$ cat src/rtl/core/bam_pkg.sv
// Shared codes, field widths and types of the bitmap allocation map.
`default_nettype none
package bam_pkg;

    // Request and result field widths
    localparam int FUNC_W  = 3;
    localparam int FIRST_W = 10;
    localparam int END_W   = 11;
    localparam int LEN_W   = 11;
    localparam int BIU_W   = 11;
    localparam int START_W = 10;

    // Operation codes
    localparam logic [FUNC_W-1:0] FUNC_SET_BIT   = 3'd0;
    localparam logic [FUNC_W-1:0] FUNC_CLR_BIT   = 3'd1;
    localparam logic [FUNC_W-1:0] FUNC_TEST_BIT  = 3'd2;
    localparam logic [FUNC_W-1:0] FUNC_SET_RANGE = 3'd3;
    localparam logic [FUNC_W-1:0] FUNC_CLR_RANGE = 3'd4;
    localparam logic [FUNC_W-1:0] FUNC_FIND_RUN  = 3'd5;

    // Bit position and whole-byte masks for a map byte
    localparam logic [2:0] BIT_POS_MASK = 3'h7;
    localparam logic [7:0] BYTE_MASK    = 8'hff;

    // Byte unit status back to the sequencer
    typedef struct packed {
        logic       hit;
        logic [7:0] new_byte;
    } bam_byte_res_t;

endpackage
`default_nettype wire

$ cat src/rtl/core/bam_mem.sv
// Map storage: one byte per entry, one write port, one registered read port.
`default_nettype none
module bam_mem
    import bam_pkg::*;
#(
    parameter int DEPTH = 128,
    parameter int AW    = 7
) (
    input  wire logic          clk,
    input  wire logic          wr_en,
    input  wire logic [AW-1:0] wr_addr,
    input  wire logic [7:0]    wr_data,
    input  wire logic          rd_en,
    input  wire logic [AW-1:0] rd_addr,
    output logic [7:0]         rd_data
);

    logic [7:0] mem_reg [DEPTH];

    // Write port
    always_ff @(posedge clk)
    begin
        if (wr_en)
        begin
            mem_reg[wr_addr] <= wr_data & BYTE_MASK;
        end
    end

    // Registered read port
    always_ff @(posedge clk)
    begin
        if (rd_en)
        begin
            rd_data <= mem_reg[rd_addr];
        end
    end

endmodule
`default_nettype wire

$ cat src/rtl/core/bam_byte_unit.sv
// Shared byte unit: range masking and free-run counting over one map byte.
`default_nettype none
module bam_byte_unit
    import bam_pkg::*;
#(
    parameter int CW = 12
) (
    input  wire logic [7:0]    byte_in,
    input  wire logic [CW-1:0] base,
    input  wire logic [CW-1:0] lo,
    input  wire logic [CW-1:0] hi,
    input  wire logic          set_val,
    input  wire logic [CW-1:0] run_in,
    input  wire logic [CW-1:0] run_len,
    input  wire logic [CW-1:0] limit,
    output bam_byte_res_t      res,
    output logic [CW-1:0]      run_out,
    output logic [CW-1:0]      hit_start
);

    logic [CW-1:0] idx      [8];
    logic [CW-1:0] run_at   [8];
    logic          hit_at   [8];
    logic          any_set  [8];
    logic [2:0]    last_set [8];
    logic          hit_any;
    logic [7:0]    byte_out;

    // Per-bit index, run length ending at that bit and hit flag
    always_comb
    begin
        for (int j = 0; j < 8; j++)
        begin
            idx[j]      = base + CW'(j);
            any_set[j]  = 1'b0;
            last_set[j] = 3'd0;
            for (int k = 0; k <= j; k++)
            begin
                if (byte_in[k])
                begin
                    any_set[j]  = 1'b1;
                    last_set[j] = 3'(k);
                end
            end
            if (any_set[j])
            begin
                run_at[j] = CW'(3'(j) - last_set[j]);
            end
            else
            begin
                run_at[j] = run_in + CW'(j + 1);
            end
            hit_at[j] = (idx[j] < limit) && (run_at[j] == run_len);
        end
    end

    // New byte for range writes
    always_comb
    begin
        for (int j = 0; j < 8; j++)
        begin
            if ((idx[j] >= lo) && (idx[j] < hi))
            begin
                byte_out[j] = set_val;
            end
            else
            begin
                byte_out[j] = byte_in[j];
            end
        end
    end

    // Lowest hit wins
    always_comb
    begin
        hit_any   = 1'b0;
        hit_start = '0;
        for (int j = 7; j >= 0; j--)
        begin
            if (hit_at[j])
            begin
                hit_any   = 1'b1;
                hit_start = idx[j] + CW'(1) - run_len;
            end
        end
    end

    assign res = '{hit: hit_any, new_byte: byte_out};

    // Run carried into the next byte
    always_comb
    begin
        if (any_set[7])
        begin
            run_out = CW'(3'd7 - last_set[7]);
        end
        else
        begin
            run_out = run_in + CW'(8);
        end
    end

endmodule
`default_nettype wire

$ cat src/rtl/core/bam_ctrl.sv
// Sequencer: clearing pass, byte walk over the map and result register.
`default_nettype none
module bam_ctrl
    import bam_pkg::*;
#(
    parameter int MAP_BITS  = 1024,
    parameter int MAP_BYTES = 128,
    parameter int AW        = 7,
    parameter int CW        = 12
) (
    input  wire logic               clk,
    input  wire logic               rst_n,
    // request transfer
    input  wire logic               in_valid,
    output logic                    in_ready,
    input  wire logic [FUNC_W-1:0]  func,
    input  wire logic [FIRST_W-1:0] first_bit,
    input  wire logic [END_W-1:0]   end_bit,
    input  wire logic [LEN_W-1:0]   run_length,
    input  wire logic [BIU_W-1:0]   bits_in_use,
    // result transfer
    output logic                    out_valid,
    input  wire logic               out_ready,
    output logic                    bit_value,
    output logic                    found,
    output logic [START_W-1:0]      run_start,
    // memory
    output logic                    wr_en,
    output logic [AW-1:0]           wr_addr,
    output logic [7:0]              wr_data,
    output logic                    rd_en,
    output logic [AW-1:0]           rd_addr,
    input  wire logic [7:0]         rd_data,
    // byte unit
    output logic [CW-1:0]           bu_base,
    output logic [CW-1:0]           bu_lo,
    output logic [CW-1:0]           bu_hi,
    output logic                    bu_val,
    output logic [CW-1:0]           bu_run_in,
    output logic [CW-1:0]           bu_len,
    output logic [CW-1:0]           bu_limit,
    input  wire bam_byte_res_t      bu_res,
    input  wire logic [CW-1:0]      bu_run_out,
    input  wire logic [CW-1:0]      bu_start
);

    localparam logic [1:0] ST_CLEAR = 2'd0;
    localparam logic [1:0] ST_IDLE  = 2'd1;
    localparam logic [1:0] ST_WALK  = 2'd2;
    localparam logic [1:0] ST_DONE  = 2'd3;

    localparam logic [1:0] MODE_RANGE = 2'd0;
    localparam logic [1:0] MODE_TEST  = 2'd1;
    localparam logic [1:0] MODE_FIND  = 2'd2;

    localparam logic [CW-1:0] MAP_LIM  = CW'(MAP_BITS);
    localparam logic [AW-1:0] LAST_BYTE = AW'(MAP_BYTES - 1);

    logic [1:0]         state_reg, state_next;
    logic [1:0]         mode_reg, mode_next;
    logic [AW-1:0]      addr_reg, addr_next;
    logic [AW-1:0]      last_reg, last_next;
    logic               issue_reg, issue_next;
    logic               dv_reg, dv_next;
    logic [AW-1:0]      dq_addr_reg, dq_addr_next;
    logic [CW-1:0]      lo_reg, lo_next;
    logic [CW-1:0]      hi_reg, hi_next;
    logic               val_reg, val_next;
    logic [CW-1:0]      len_reg, len_next;
    logic [CW-1:0]      limit_reg, limit_next;
    logic [2:0]         tpos_reg, tpos_next;
    logic [CW-1:0]      run_reg, run_next;
    logic               res_bit_reg, res_bit_next;
    logic               res_found_reg, res_found_next;
    logic [START_W-1:0] res_start_reg, res_start_next;
    logic               out_valid_reg, out_valid_next;
    logic               out_bit_reg, out_bit_next;
    logic               out_found_reg, out_found_next;
    logic [START_W-1:0] out_start_reg, out_start_next;

    logic [CW-1:0] first_x, end_x, len_x, biu_x;
    logic [CW-1:0] sb_hi, rg_hi, lim;

    // Request decode helpers
    always_comb
    begin
        first_x = CW'(first_bit);
        end_x   = CW'(end_bit);
        len_x   = CW'(run_length);
        biu_x   = CW'(bits_in_use);
        sb_hi   = ((first_x + CW'(1)) > MAP_LIM) ? MAP_LIM : (first_x + CW'(1));
        rg_hi   = (end_x > MAP_LIM) ? MAP_LIM : end_x;
        lim     = (biu_x > MAP_LIM) ? MAP_LIM : biu_x;
    end

    // Sequencer next state
    always_comb
    begin
        state_next     = state_reg;
        mode_next      = mode_reg;
        addr_next      = addr_reg;
        last_next      = last_reg;
        issue_next     = issue_reg;
        dv_next        = 1'b0;
        dq_addr_next   = dq_addr_reg;
        lo_next        = lo_reg;
        hi_next        = hi_reg;
        val_next       = val_reg;
        len_next       = len_reg;
        limit_next     = limit_reg;
        tpos_next      = tpos_reg;
        run_next       = run_reg;
        res_bit_next   = res_bit_reg;
        res_found_next = res_found_reg;
        res_start_next = res_start_reg;
        out_valid_next = out_valid_reg;
        out_bit_next   = out_bit_reg;
        out_found_next = out_found_reg;
        out_start_next = out_start_reg;
        wr_en          = 1'b0;
        wr_addr        = dq_addr_reg;
        wr_data        = bu_res.new_byte;
        rd_en          = 1'b0;
        in_ready       = (state_reg == ST_IDLE);

        // result register drains independently
        if (out_valid_reg && out_ready)
        begin
            out_valid_next = 1'b0;
        end

        case (state_reg)
            ST_CLEAR:
            begin
                wr_en     = 1'b1;
                wr_addr   = addr_reg;
                wr_data   = 8'h00;
                addr_next = addr_reg + AW'(1);
                if (addr_reg == LAST_BYTE)
                begin
                    state_next = ST_IDLE;
                end
            end

            ST_IDLE:
            begin
                if (in_valid)
                begin
                    res_bit_next   = 1'b0;
                    res_found_next = 1'b0;
                    res_start_next = '0;
                    run_next       = '0;
                    lo_next        = first_x;
                    tpos_next      = first_bit[2:0] & BIT_POS_MASK;
                    len_next       = len_x;
                    limit_next     = lim;
                    state_next     = ST_DONE;
                    case (func)
                        FUNC_SET_BIT, FUNC_CLR_BIT:
                        begin
                            mode_next = MODE_RANGE;
                            hi_next   = sb_hi;
                            val_next  = (func == FUNC_SET_BIT);
                            addr_next = first_x[AW+2:3];
                            last_next = first_x[AW+2:3];
                            if (first_x < sb_hi)
                            begin
                                issue_next = 1'b1;
                                state_next = ST_WALK;
                            end
                        end
                        FUNC_SET_RANGE, FUNC_CLR_RANGE:
                        begin
                            mode_next = MODE_RANGE;
                            hi_next   = rg_hi;
                            val_next  = (func == FUNC_SET_RANGE);
                            addr_next = first_x[AW+2:3];
                            last_next = AW'((rg_hi - CW'(1)) >> 3);
                            if (first_x < rg_hi)
                            begin
                                issue_next = 1'b1;
                                state_next = ST_WALK;
                            end
                        end
                        FUNC_TEST_BIT:
                        begin
                            mode_next = MODE_TEST;
                            addr_next = first_x[AW+2:3];
                            last_next = first_x[AW+2:3];
                            if (first_x < MAP_LIM)
                            begin
                                issue_next = 1'b1;
                                state_next = ST_WALK;
                            end
                        end
                        FUNC_FIND_RUN:
                        begin
                            mode_next = MODE_FIND;
                            addr_next = '0;
                            last_next = AW'((lim - CW'(1)) >> 3);
                            if (len_x == '0)
                            begin
                                res_found_next = 1'b1;
                            end
                            else if (len_x <= lim)
                            begin
                                issue_next = 1'b1;
                                state_next = ST_WALK;
                            end
                        end
                        default:
                        begin
                            mode_next = MODE_RANGE;
                        end
                    endcase
                end
            end

            ST_WALK:
            begin
                // issue one byte read per cycle
                if (issue_reg)
                begin
                    rd_en        = 1'b1;
                    addr_next    = addr_reg + AW'(1);
                    issue_next   = (addr_reg != last_reg);
                    dv_next      = 1'b1;
                    dq_addr_next = addr_reg;
                end
                // consume the byte read last cycle
                if (dv_reg)
                begin
                    case (mode_reg)
                        MODE_RANGE:
                        begin
                            wr_en = 1'b1;
                            if (dq_addr_reg == last_reg)
                            begin
                                state_next = ST_DONE;
                            end
                        end
                        MODE_TEST:
                        begin
                            res_bit_next = rd_data[tpos_reg];
                            state_next   = ST_DONE;
                        end
                        MODE_FIND:
                        begin
                            run_next = bu_run_out;
                            if (bu_res.hit)
                            begin
                                res_found_next = 1'b1;
                                res_start_next = bu_start[START_W-1:0];
                                issue_next     = 1'b0;
                                dv_next        = 1'b0;
                                state_next     = ST_DONE;
                            end
                            else if (dq_addr_reg == last_reg)
                            begin
                                state_next = ST_DONE;
                            end
                        end
                        default:
                        begin
                            state_next = ST_DONE;
                        end
                    endcase
                end
            end

            ST_DONE:
            begin
                if (!out_valid_reg || out_ready)
                begin
                    out_valid_next = 1'b1;
                    out_bit_next   = res_bit_reg;
                    out_found_next = res_found_reg;
                    out_start_next = res_start_reg;
                    issue_next     = 1'b0;
                    state_next     = ST_IDLE;
                end
            end

            default:
            begin
                state_next = ST_IDLE;
            end
        endcase
    end

    // Control state
    always_ff @(posedge clk or negedge rst_n)
    begin
        if (!rst_n)
        begin
            state_reg     <= ST_CLEAR;
            addr_reg      <= '0;
            issue_reg     <= 1'b0;
            dv_reg        <= 1'b0;
            out_valid_reg <= 1'b0;
        end
        else
        begin
            state_reg     <= state_next;
            addr_reg      <= addr_next;
            issue_reg     <= issue_next;
            dv_reg        <= dv_next;
            out_valid_reg <= out_valid_next;
        end
    end

    // Working and result payload
    always_ff @(posedge clk)
    begin
        mode_reg      <= mode_next;
        last_reg      <= last_next;
        dq_addr_reg   <= dq_addr_next;
        lo_reg        <= lo_next;
        hi_reg        <= hi_next;
        val_reg       <= val_next;
        len_reg       <= len_next;
        limit_reg     <= limit_next;
        tpos_reg      <= tpos_next;
        run_reg       <= run_next;
        res_bit_reg   <= res_bit_next;
        res_found_reg <= res_found_next;
        res_start_reg <= res_start_next;
        out_bit_reg   <= out_bit_next;
        out_found_reg <= out_found_next;
        out_start_reg <= out_start_next;
    end

    assign rd_addr   = addr_reg;
    assign out_valid = out_valid_reg;
    assign bit_value = out_bit_reg;
    assign found     = out_found_reg;
    assign run_start = out_start_reg;
    assign bu_base   = CW'({dq_addr_reg, 3'b000});
    assign bu_lo     = lo_reg;
    assign bu_hi     = hi_reg;
    assign bu_val    = val_reg;
    assign bu_run_in = run_reg;
    assign bu_len    = len_reg;
    assign bu_limit  = limit_reg;

endmodule
`default_nettype wire

$ cat src/rtl/core/bitmap_allocation_map.sv
// Top level of the bitmap allocation map with first-fit run search.
//
// Channel  Dir  Handshake           Payload
// s_axis   in   s_tvalid/s_tready   tdata: first_bit, end_bit, run_length; tuser: func
// m_axis   out  m_tvalid/m_tready   tdata: bit_value, run_start; tuser: found
// cfg      in   cfg_wr_en           cfg_wr_data: bits_in_use
//
// Cycles: bytes walked + 3 per request, one byte per cycle through the single
// read port and the shared byte unit; 131 for a full run search at 1024 bits,
// 2 when no byte is walked (empty range, zero or too long run, unused code).
// Reset: a clearing pass zeroes all MAP_BITS/8 bytes (128 cycles at 1024 bits)
// before the first request is taken; bits_in_use resets to 1024.
// Stalls: a waiting result holds its register; one more request may be taken.
`default_nettype none
module bitmap_allocation_map
    import bam_pkg::*;
#(
    parameter int MAP_BITS = 1024
) (
    input  wire logic        clk,
    input  wire logic        rst_n,
    // request: [9:0] first_bit, [20:10] end_bit, [31:21] run_length
    input  wire logic        s_tvalid,
    output logic             s_tready,
    input  wire logic [31:0] s_tdata,
    // request: [2:0] func
    input  wire logic [2:0]  s_tuser,
    // result: [0] bit_value, [10:1] run_start, [15:11] zero
    output logic             m_tvalid,
    input  wire logic        m_tready,
    output logic [15:0]      m_tdata,
    // result: [0] found
    output logic             m_tuser,
    // configuration: bits_in_use
    input  wire logic        cfg_wr_en,
    input  wire logic [10:0] cfg_wr_data
);

    localparam int MAP_BYTES = (MAP_BITS + 7) / 8;
    localparam int AW        = $clog2(MAP_BYTES);
    localparam int IW        = $clog2(MAP_BITS + 1);
    localparam int CW        = ((IW > 11) ? IW : 11) + 1;

    logic [BIU_W-1:0]   bits_in_use_reg;
    logic               wr_en, rd_en;
    logic [AW-1:0]      wr_addr, rd_addr;
    logic [7:0]         wr_data, rd_data;
    logic [CW-1:0]      bu_base, bu_lo, bu_hi, bu_run_in, bu_len, bu_limit;
    logic [CW-1:0]      bu_run_out, bu_start;
    logic               bu_val;
    bam_byte_res_t      bu_res;
    logic               bit_value, found;
    logic [START_W-1:0] run_start;

    // Search limit register
    always_ff @(posedge clk or negedge rst_n)
    begin
        if (!rst_n)
        begin
            bits_in_use_reg <= 11'd1024;
        end
        else if (cfg_wr_en)
        begin
            bits_in_use_reg <= cfg_wr_data;
        end
    end

    bam_ctrl #(
        .MAP_BITS  (MAP_BITS),
        .MAP_BYTES (MAP_BYTES),
        .AW        (AW),
        .CW        (CW)
    ) u_ctrl (
        .clk         (clk),
        .rst_n       (rst_n),
        .in_valid    (s_tvalid),
        .in_ready    (s_tready),
        .func        (s_tuser),
        .first_bit   (s_tdata[9:0]),
        .end_bit     (s_tdata[20:10]),
        .run_length  (s_tdata[31:21]),
        .bits_in_use (bits_in_use_reg),
        .out_valid   (m_tvalid),
        .out_ready   (m_tready),
        .bit_value   (bit_value),
        .found       (found),
        .run_start   (run_start),
        .wr_en       (wr_en),
        .wr_addr     (wr_addr),
        .wr_data     (wr_data),
        .rd_en       (rd_en),
        .rd_addr     (rd_addr),
        .rd_data     (rd_data),
        .bu_base     (bu_base),
        .bu_lo       (bu_lo),
        .bu_hi       (bu_hi),
        .bu_val      (bu_val),
        .bu_run_in   (bu_run_in),
        .bu_len      (bu_len),
        .bu_limit    (bu_limit),
        .bu_res      (bu_res),
        .bu_run_out  (bu_run_out),
        .bu_start    (bu_start)
    );

    bam_byte_unit #(
        .CW (CW)
    ) u_byte_unit (
        .byte_in   (rd_data),
        .base      (bu_base),
        .lo        (bu_lo),
        .hi        (bu_hi),
        .set_val   (bu_val),
        .run_in    (bu_run_in),
        .run_len   (bu_len),
        .limit     (bu_limit),
        .res       (bu_res),
        .run_out   (bu_run_out),
        .hit_start (bu_start)
    );

    bam_mem #(
        .DEPTH (MAP_BYTES),
        .AW    (AW)
    ) u_mem (
        .clk     (clk),
        .wr_en   (wr_en),
        .wr_addr (wr_addr),
        .wr_data (wr_data),
        .rd_en   (rd_en),
        .rd_addr (rd_addr),
        .rd_data (rd_data)
    );

    // Result packing
    assign m_tdata = {5'b00000, run_start, bit_value};
    assign m_tuser = found;

endmodule
`default_nettype wire

$ cat config.mk
export PLATFORM = sky130hd
export DESIGN_NAME = bitmap_allocation_map
export DESIGN_NICKNAME = d
export VERILOG_FILES = /design/src/rtl/core/bam_pkg.sv /design/src/rtl/core/bam_mem.sv /design/src/rtl/core/bam_byte_unit.sv /design/src/rtl/core/bam_ctrl.sv /design/src/rtl/core/bitmap_allocation_map.sv
export SDC_FILE = /design/constraint.sdc
export NUM_CORES = 2
export LEC_CHECK = 0
export BUFFER_PORTS_ARGS = -buffer_cell sky130_fd_sc_hd__buf_2
export CAP_MARGIN = 20
export CORE_UTILIZATION = 59
export CTS_BUF_LIST = sky130_fd_sc_hd__clkbuf_8
export DETAILED_ROUTE_END_ITERATION = 6
export MAX_ROUTING_LAYER = met4
export PLACE_DENSITY_LB_ADDON = 0.3
export SLEW_MARGIN = 40
export SYNTH_ARGS = -nofsm -noshare
export SYNTH_HDL_FRONTEND = slang
export SYNTH_SLANG_ARGS = --single-unit
$ cat constraint.sdc
create_clock -name clk -period 5.95 [get_ports clk]
set_clock_uncertainty 0.1 [all_clocks]
set_input_delay 0.2975 -clock clk [delete_from_list [all_inputs] [get_ports clk]]
set_output_delay 0.2975 -clock clk [all_outputs]
set_load 0.01 [all_outputs]
Word-level counts from Yosys, hierarchy flattened. Memories as Yosys holds them, arrays and structs flattened. A register that Yosys moved wholly into a read port is not among the register bits. Cells that the tools add are included.

Order comparisons: 32. Add/subtract/negate cells: 41. Divide/modulo/power cells: 0. Equal/unequal tests: 36. $mul: 0. Multiplexer cells: 123. Bitwise gates (word level): 0. Reduce and logical (&&, ||, !) cells: 43. Shifts and indexed selects: 0.

Operator list (count): $mux 12 (12); $mux 10 (12); $eq 12x11->1 (8); $lt 11x12->1 (7); $sub 10x10->10 (8); $ge 11x10->1 (7); $lt 11x11->1 (7); $add 10x1->10 const B (7); $mux 1 (63); $add 12x3->12 const B (4); $pmux 12 s2 (2); $add 10x3->11 const B (4); $pmux 7 s3 (2); $gt 11x11->1 const B (3); $add 12x2->12 const B (2); $lt 10x12->1 (2); $add 10x1->11 const B (2); $add 10x2->11 const B (2); $lt 10x11->1 (2); $mux 11 (2); $mux 7 (3); $pmux 10 s2 (1); $sub 10x1->10 const B (2); $mux 2 (9); 48 further kinds (102).

Memories: 1. Memory bits (writable): 1024. Register bits after elaboration: 123. ROM bits: 0. Latch bits: 0. Input port bits: 51.

Memory list: u_mem.mem_reg (words 128, bits a word 8, rd ports 1, clocked after Yosys merged registers in 1, write ports 1, RTL line bam_mem.sv:18) `logic [7:0] mem_reg [DEPTH];`.

Logic depth before layout (Yosys ltp).
Word-level depth: 23. Mapped depth: 19. Mapped depth without buffers: 19.

Hierarchy. Synthesis repeated with hierarchy kept, for this count alone.

Cell total of the unflattened synthesis: 4146. Area total of the unflattened synthesis: 60946.0 um^2.

By module, submodules not included: bam_mem (times used 1, cells each 1635, area an instance 39741.9 um^2); bam_byte_unit (times used 1, cells each 1958, area an instance 14866.8 um^2); bam_ctrl (times used 1, cells each 523, area an instance 5839.4 um^2); bitmap_allocation_map (times used 1, cells each 30, area an instance 498.0 um^2).

Least setup slack after synthesis. No wires, ideal clock.

Path kind: flip-flop to flip-flop. Start: register u_ctrl.dq_addr_reg[2]. End: memory u_mem.mem_reg[0][3] (data pin). Stages on the path, launching flop included: 11. Data required time: 4.960 ns. Setup slack: -0.633 ns. Arrival time: 5.594 ns. Path buffers: 0. Cell sequence: edfxtp_1 ha_1 a21o_1 a21o_1 a21o_1 a21o_1 a21oi_1 nor2_1 a21oi_1 nand3_1 a21oi_1.

Cells in the longest elaborated chain, start to end: 5. Elaborated cells on any way between the ends: 6. Classes of those cells: add/sub (1); order compare (2); mux (2); reduce/logical (1).

Ends and longest elaborated chain: start, declared (RTL line bam_ctrl.sv:65) `logic [AW-1:0] dq_addr_reg, dq_addr_next;`; start signal, assigned (RTL line bam_ctrl.sv:317) `dq_addr_reg <= dq_addr_next;`; $add 10x2->11 * (RTL line bam_byte_unit.sv:34) `idx[j] = base + CW'(j);`; $lt 11x12->1 or $ge 11x10->1 (tied branches) (RTL line bam_byte_unit.sv:62) `if ((idx[j] >= lo) && (idx[j] < hi))`; $logic_and 1x1->1 * (RTL line bam_byte_unit.sv:62); $mux 1 * (RTL line bam_byte_unit.sv:62); $mux 8 * (RTL line bam_ctrl.sv:132) `case (state_reg)`; via u_ctrl.wr_data[3] (RTL line bam_ctrl.sv:30) `output logic [7:0] wr_data,`; end, declared (RTL line bam_mem.sv:18).

The timed path passes the listed nets; every way through them passes the cells marked *.

Worst setup path in the final report.
Start: register u_ctrl.dq_addr_reg[2]. End: memory u_mem.mem_reg[58][5] (data pin).

Cells in the longest elaborated chain, start to end: 5. Elaborated cells on any way between the ends: 6. Classes of those cells: add/sub (1); order compare (2); mux (2); reduce/logical (1).

Ends and longest elaborated chain (RTL line): $add 10x3->11 * (bam_byte_unit.sv:34); $lt 11x12->1 or $ge 11x10->1 (tied branches) (bam_byte_unit.sv:62); $logic_and 1x1->1 * (bam_byte_unit.sv:62); $mux 1 * (bam_byte_unit.sv:62); $mux 8 * (bam_ctrl.sv:132); via u_ctrl.wr_data[5] (bam_ctrl.sv:30).

Marks and branches as above.

==> results.toml <==
[run_status]
status = "finished, final reports clean"

[setup_path]
cp_max_fo = 55
critPathKind = "reg -> reg"
crit_required_ps = 6410
crit_arrival_ps = 5260
cp-end-kind = "flip-flop"
start_kind = "flip-flop"

[die]
rows = 109
io_pins = 70
start_util = 0.595
die_w_um = 300
core_area_mm2 = 0.0882
dieArea_mm2 = 0.0901
die_y_um = 300

[logic_synthesis]
synth_edf_count = 1128
async_flop_share = 0.0200
syn_inst = 3183
syn-cell-area_mm2 = 0.0525
ys_seq_area_frac = 0.657
synthFlopType = "edfxtp_1"
synth_seq_cells = 1151
synth_cell_types = 102
synth_warnings = 0
postSynthAreaPerCell_um2 = 16.5
yosys.area.top_type_share = 0.646
synth_largest_area_cell = "edfxtp_1"
ys_top_cells_by_area = "edfxtp_1 65%, mux4_2 15%, ha_1 2.1%"

[layout]
fin_area_mm2 = 0.0585
drive_gt1_frac = 0.227
nets = 3519
final_util = 0.663
largest_reg_flops = 1024
final_common_cell = "edfxtp_1"
area_growth_syn_to_layout_pct = 11.5
final_cell_mix = "1128 x edfxtp_1, 338 x mux4_2, 220 x nor2_1, 178 x clkbuf_8, 158 x inv_1"

[global_route]
grt_pass1_wl_mm = 201
grt_antenna_before_repair = 4
grt_usage = 0.316
grt_max_degree = 129
grt_overflow_total = 0
grt_pass1_vias = 30796

[hold_path]
hold_path.class = "in -> reg"

[timing]
worst_slew_pin_slew_ps = 897
fin_ws_ps = 1140
finalMaxSlewViolations = 0
rsz0062_at_grt = "no"
final.setup.tns_ps = 0
max_freq_mhz = 208
final.min_clock_period_ps = 4810
slew_headroom = 0.396
min_period_over_period = 0.808
setup_viol = 0
final_hold_viol_count = 0

[clocking]
path_clk_slew_ps = 60
numCtsBuffers = 176
ctsHtreeMaxLevel = 4
cts_tree = "done"
cts.sinks = 1151
clkLatencyLatePin_ps = 900
clock_path_buffers = 3
cts.repair.resized = 0
root_buffer = "clkbuf_8"

[power_and_ir_drop]
power.internal_w = 0.0175
p_sw_w = 0.00960
seqPwrFrac = 0.409
switching_share = 0.355
power_w = 0.0271
pwr-share-comb = 0.360
p_per_area_mw_per_mm2 = 463
p_leak_nw = 19.2
vdd.ir_drop.worst_v = 0.000469
clkPwrFrac = 0.231

[place]
io_buffers = 64
place_congestion = 0.960
hpwl_mm = 88.1
pre_cts_ws_ps = 1310
placed_area_mm2 = 0.0544

[routing]
via_per_inst = 6.60
wl_mm = 135
drc_errors = 0
vias = 30943
wl_per_cell_um = 28.9
drt_iter0_drc = 3638
drtPass1Iterations = 6
detail-route-antenna-nets = 0

[job]
cap_violations = 0
-- cell usage after synthesis (24+ instances only) --
cell type  number
mux2_2         24
ha_1           88
nor2_1        240
a21oi_1       104
mux4_2        338
clkbuf_1      114
nor4_1         24
buf_1          48
xor2_1         50
inv_1          90
o21ai_0        97
o31ai_1        25
nor3_1         34
xnor2_1       100
edfxtp_1     1128
nand4_1        24
nand3_1        53
nand2_1       154
-- area by class of cell --
cell class                 count  area [µm²]
sequential                  1151       34500
fill                        5708       29700
multi-input combinational   1742       17000
clock buffer                 178        2450
timing repair buffer         205        1790
tap                         1165        1460
clock inverter               142         911
inverter                      98         368
antenna                        5        12.5
-- power groups by stage --
stage / registers [W] / clock network (W) / logic, W
finish: 0.0111 / 0.00626 / 0.00974
global placement: 0.0113 / 0 / 0.00919
floorplan: 0.0109 / 0 / 0.00639
CTS: 0.0111 / 0.00633 / 0.00962
detailed placement: 0.0113 / 0 / 0.00954
global route: 0.0111 / 0.00667 / 0.0103
-- per-layer routing --
layer / up-vias / routed length, µm / share of wire / GRT usage
met2: 1790 / 65400 / 0.48 / 0.483
met5: - / 0 / 0 / -
li1: 13111 / - / - / -
met4: 0 / 4610 / 0.034 / 0.112
met1: 15766 / 53000 / 0.39 / 0.432
met3: 276 / 12600 / 0.093 / 0.0579
-- what timing repair did --
| item | in CTS | in global routing |
|---|---|---|
| hold buffers | 66 | 0 |
| hold endpoints to repair | 92 | 0 |
| buffers inserted | 0 | 0 |
-- cells by family after synthesis --
family / synth area share
AOI/OAI and AO/OA: 0.0542
xor gates and xnor gates: 0.0259
adders and majority gates: 0.0233
DFF: 0.657
buffers and inverters: 0.0227
other: 0.0000715
muxes: 0.155
and+or+nand+nor: 0.0627
-- final timing paths --
path | startpoint | to | slack (ps) | cells past startpoint
max | u_ctrl.dq_addr_reg[2]$_DFFE_PP_ | u_mem.mem_reg[58][5]$_DFFE_PP_ | 1140 | 12
min | s_tdata[28] | u_ctrl.bu_len[7]$_DFFE_PP_ | 120 | 2
max reg2reg | u_ctrl.dq_addr_reg[2]$_DFFE_PP_ | u_mem.mem_reg[58][5]$_DFFE_PP_ | 1140 | 12
min reg2reg | u_ctrl.res_start_reg[4]$_SDFFCE_PN0P_ | u_ctrl.run_start[4]$_DFFE_PP_ | 320 | 0
max in group asynchronous | rst_n | u_ctrl.rd_addr[2]$_DFFE_PN0P_ | 5140 | 4
min in group asynchronous | rst_n | bits_in_use_reg[10]$_DFFE_PN1P_ | 420 | 3
-- critical path, cell delays in order (launching register included) --
cell and delay, ps:
edfxtp_1 630, ha_1 410, a21o_1 160, a21o_1 180, a21o_1 180, a21o_1 190
a21oi_1 160, nor2_1 90, a21oi_1 550, o221ai_1 280, mux2i_1 240, nor2_4 660
buf_4 620
-- metrics by stage --
step	std cells	hold WS (ps)
after floorplan	3187	-98.1
after global placement	4287	215
after detailed placement	4293	230
after CTS	4679	55.7
after global routing	4684	85.0
final	4686	118
Power figures use the tool's default switching activity.
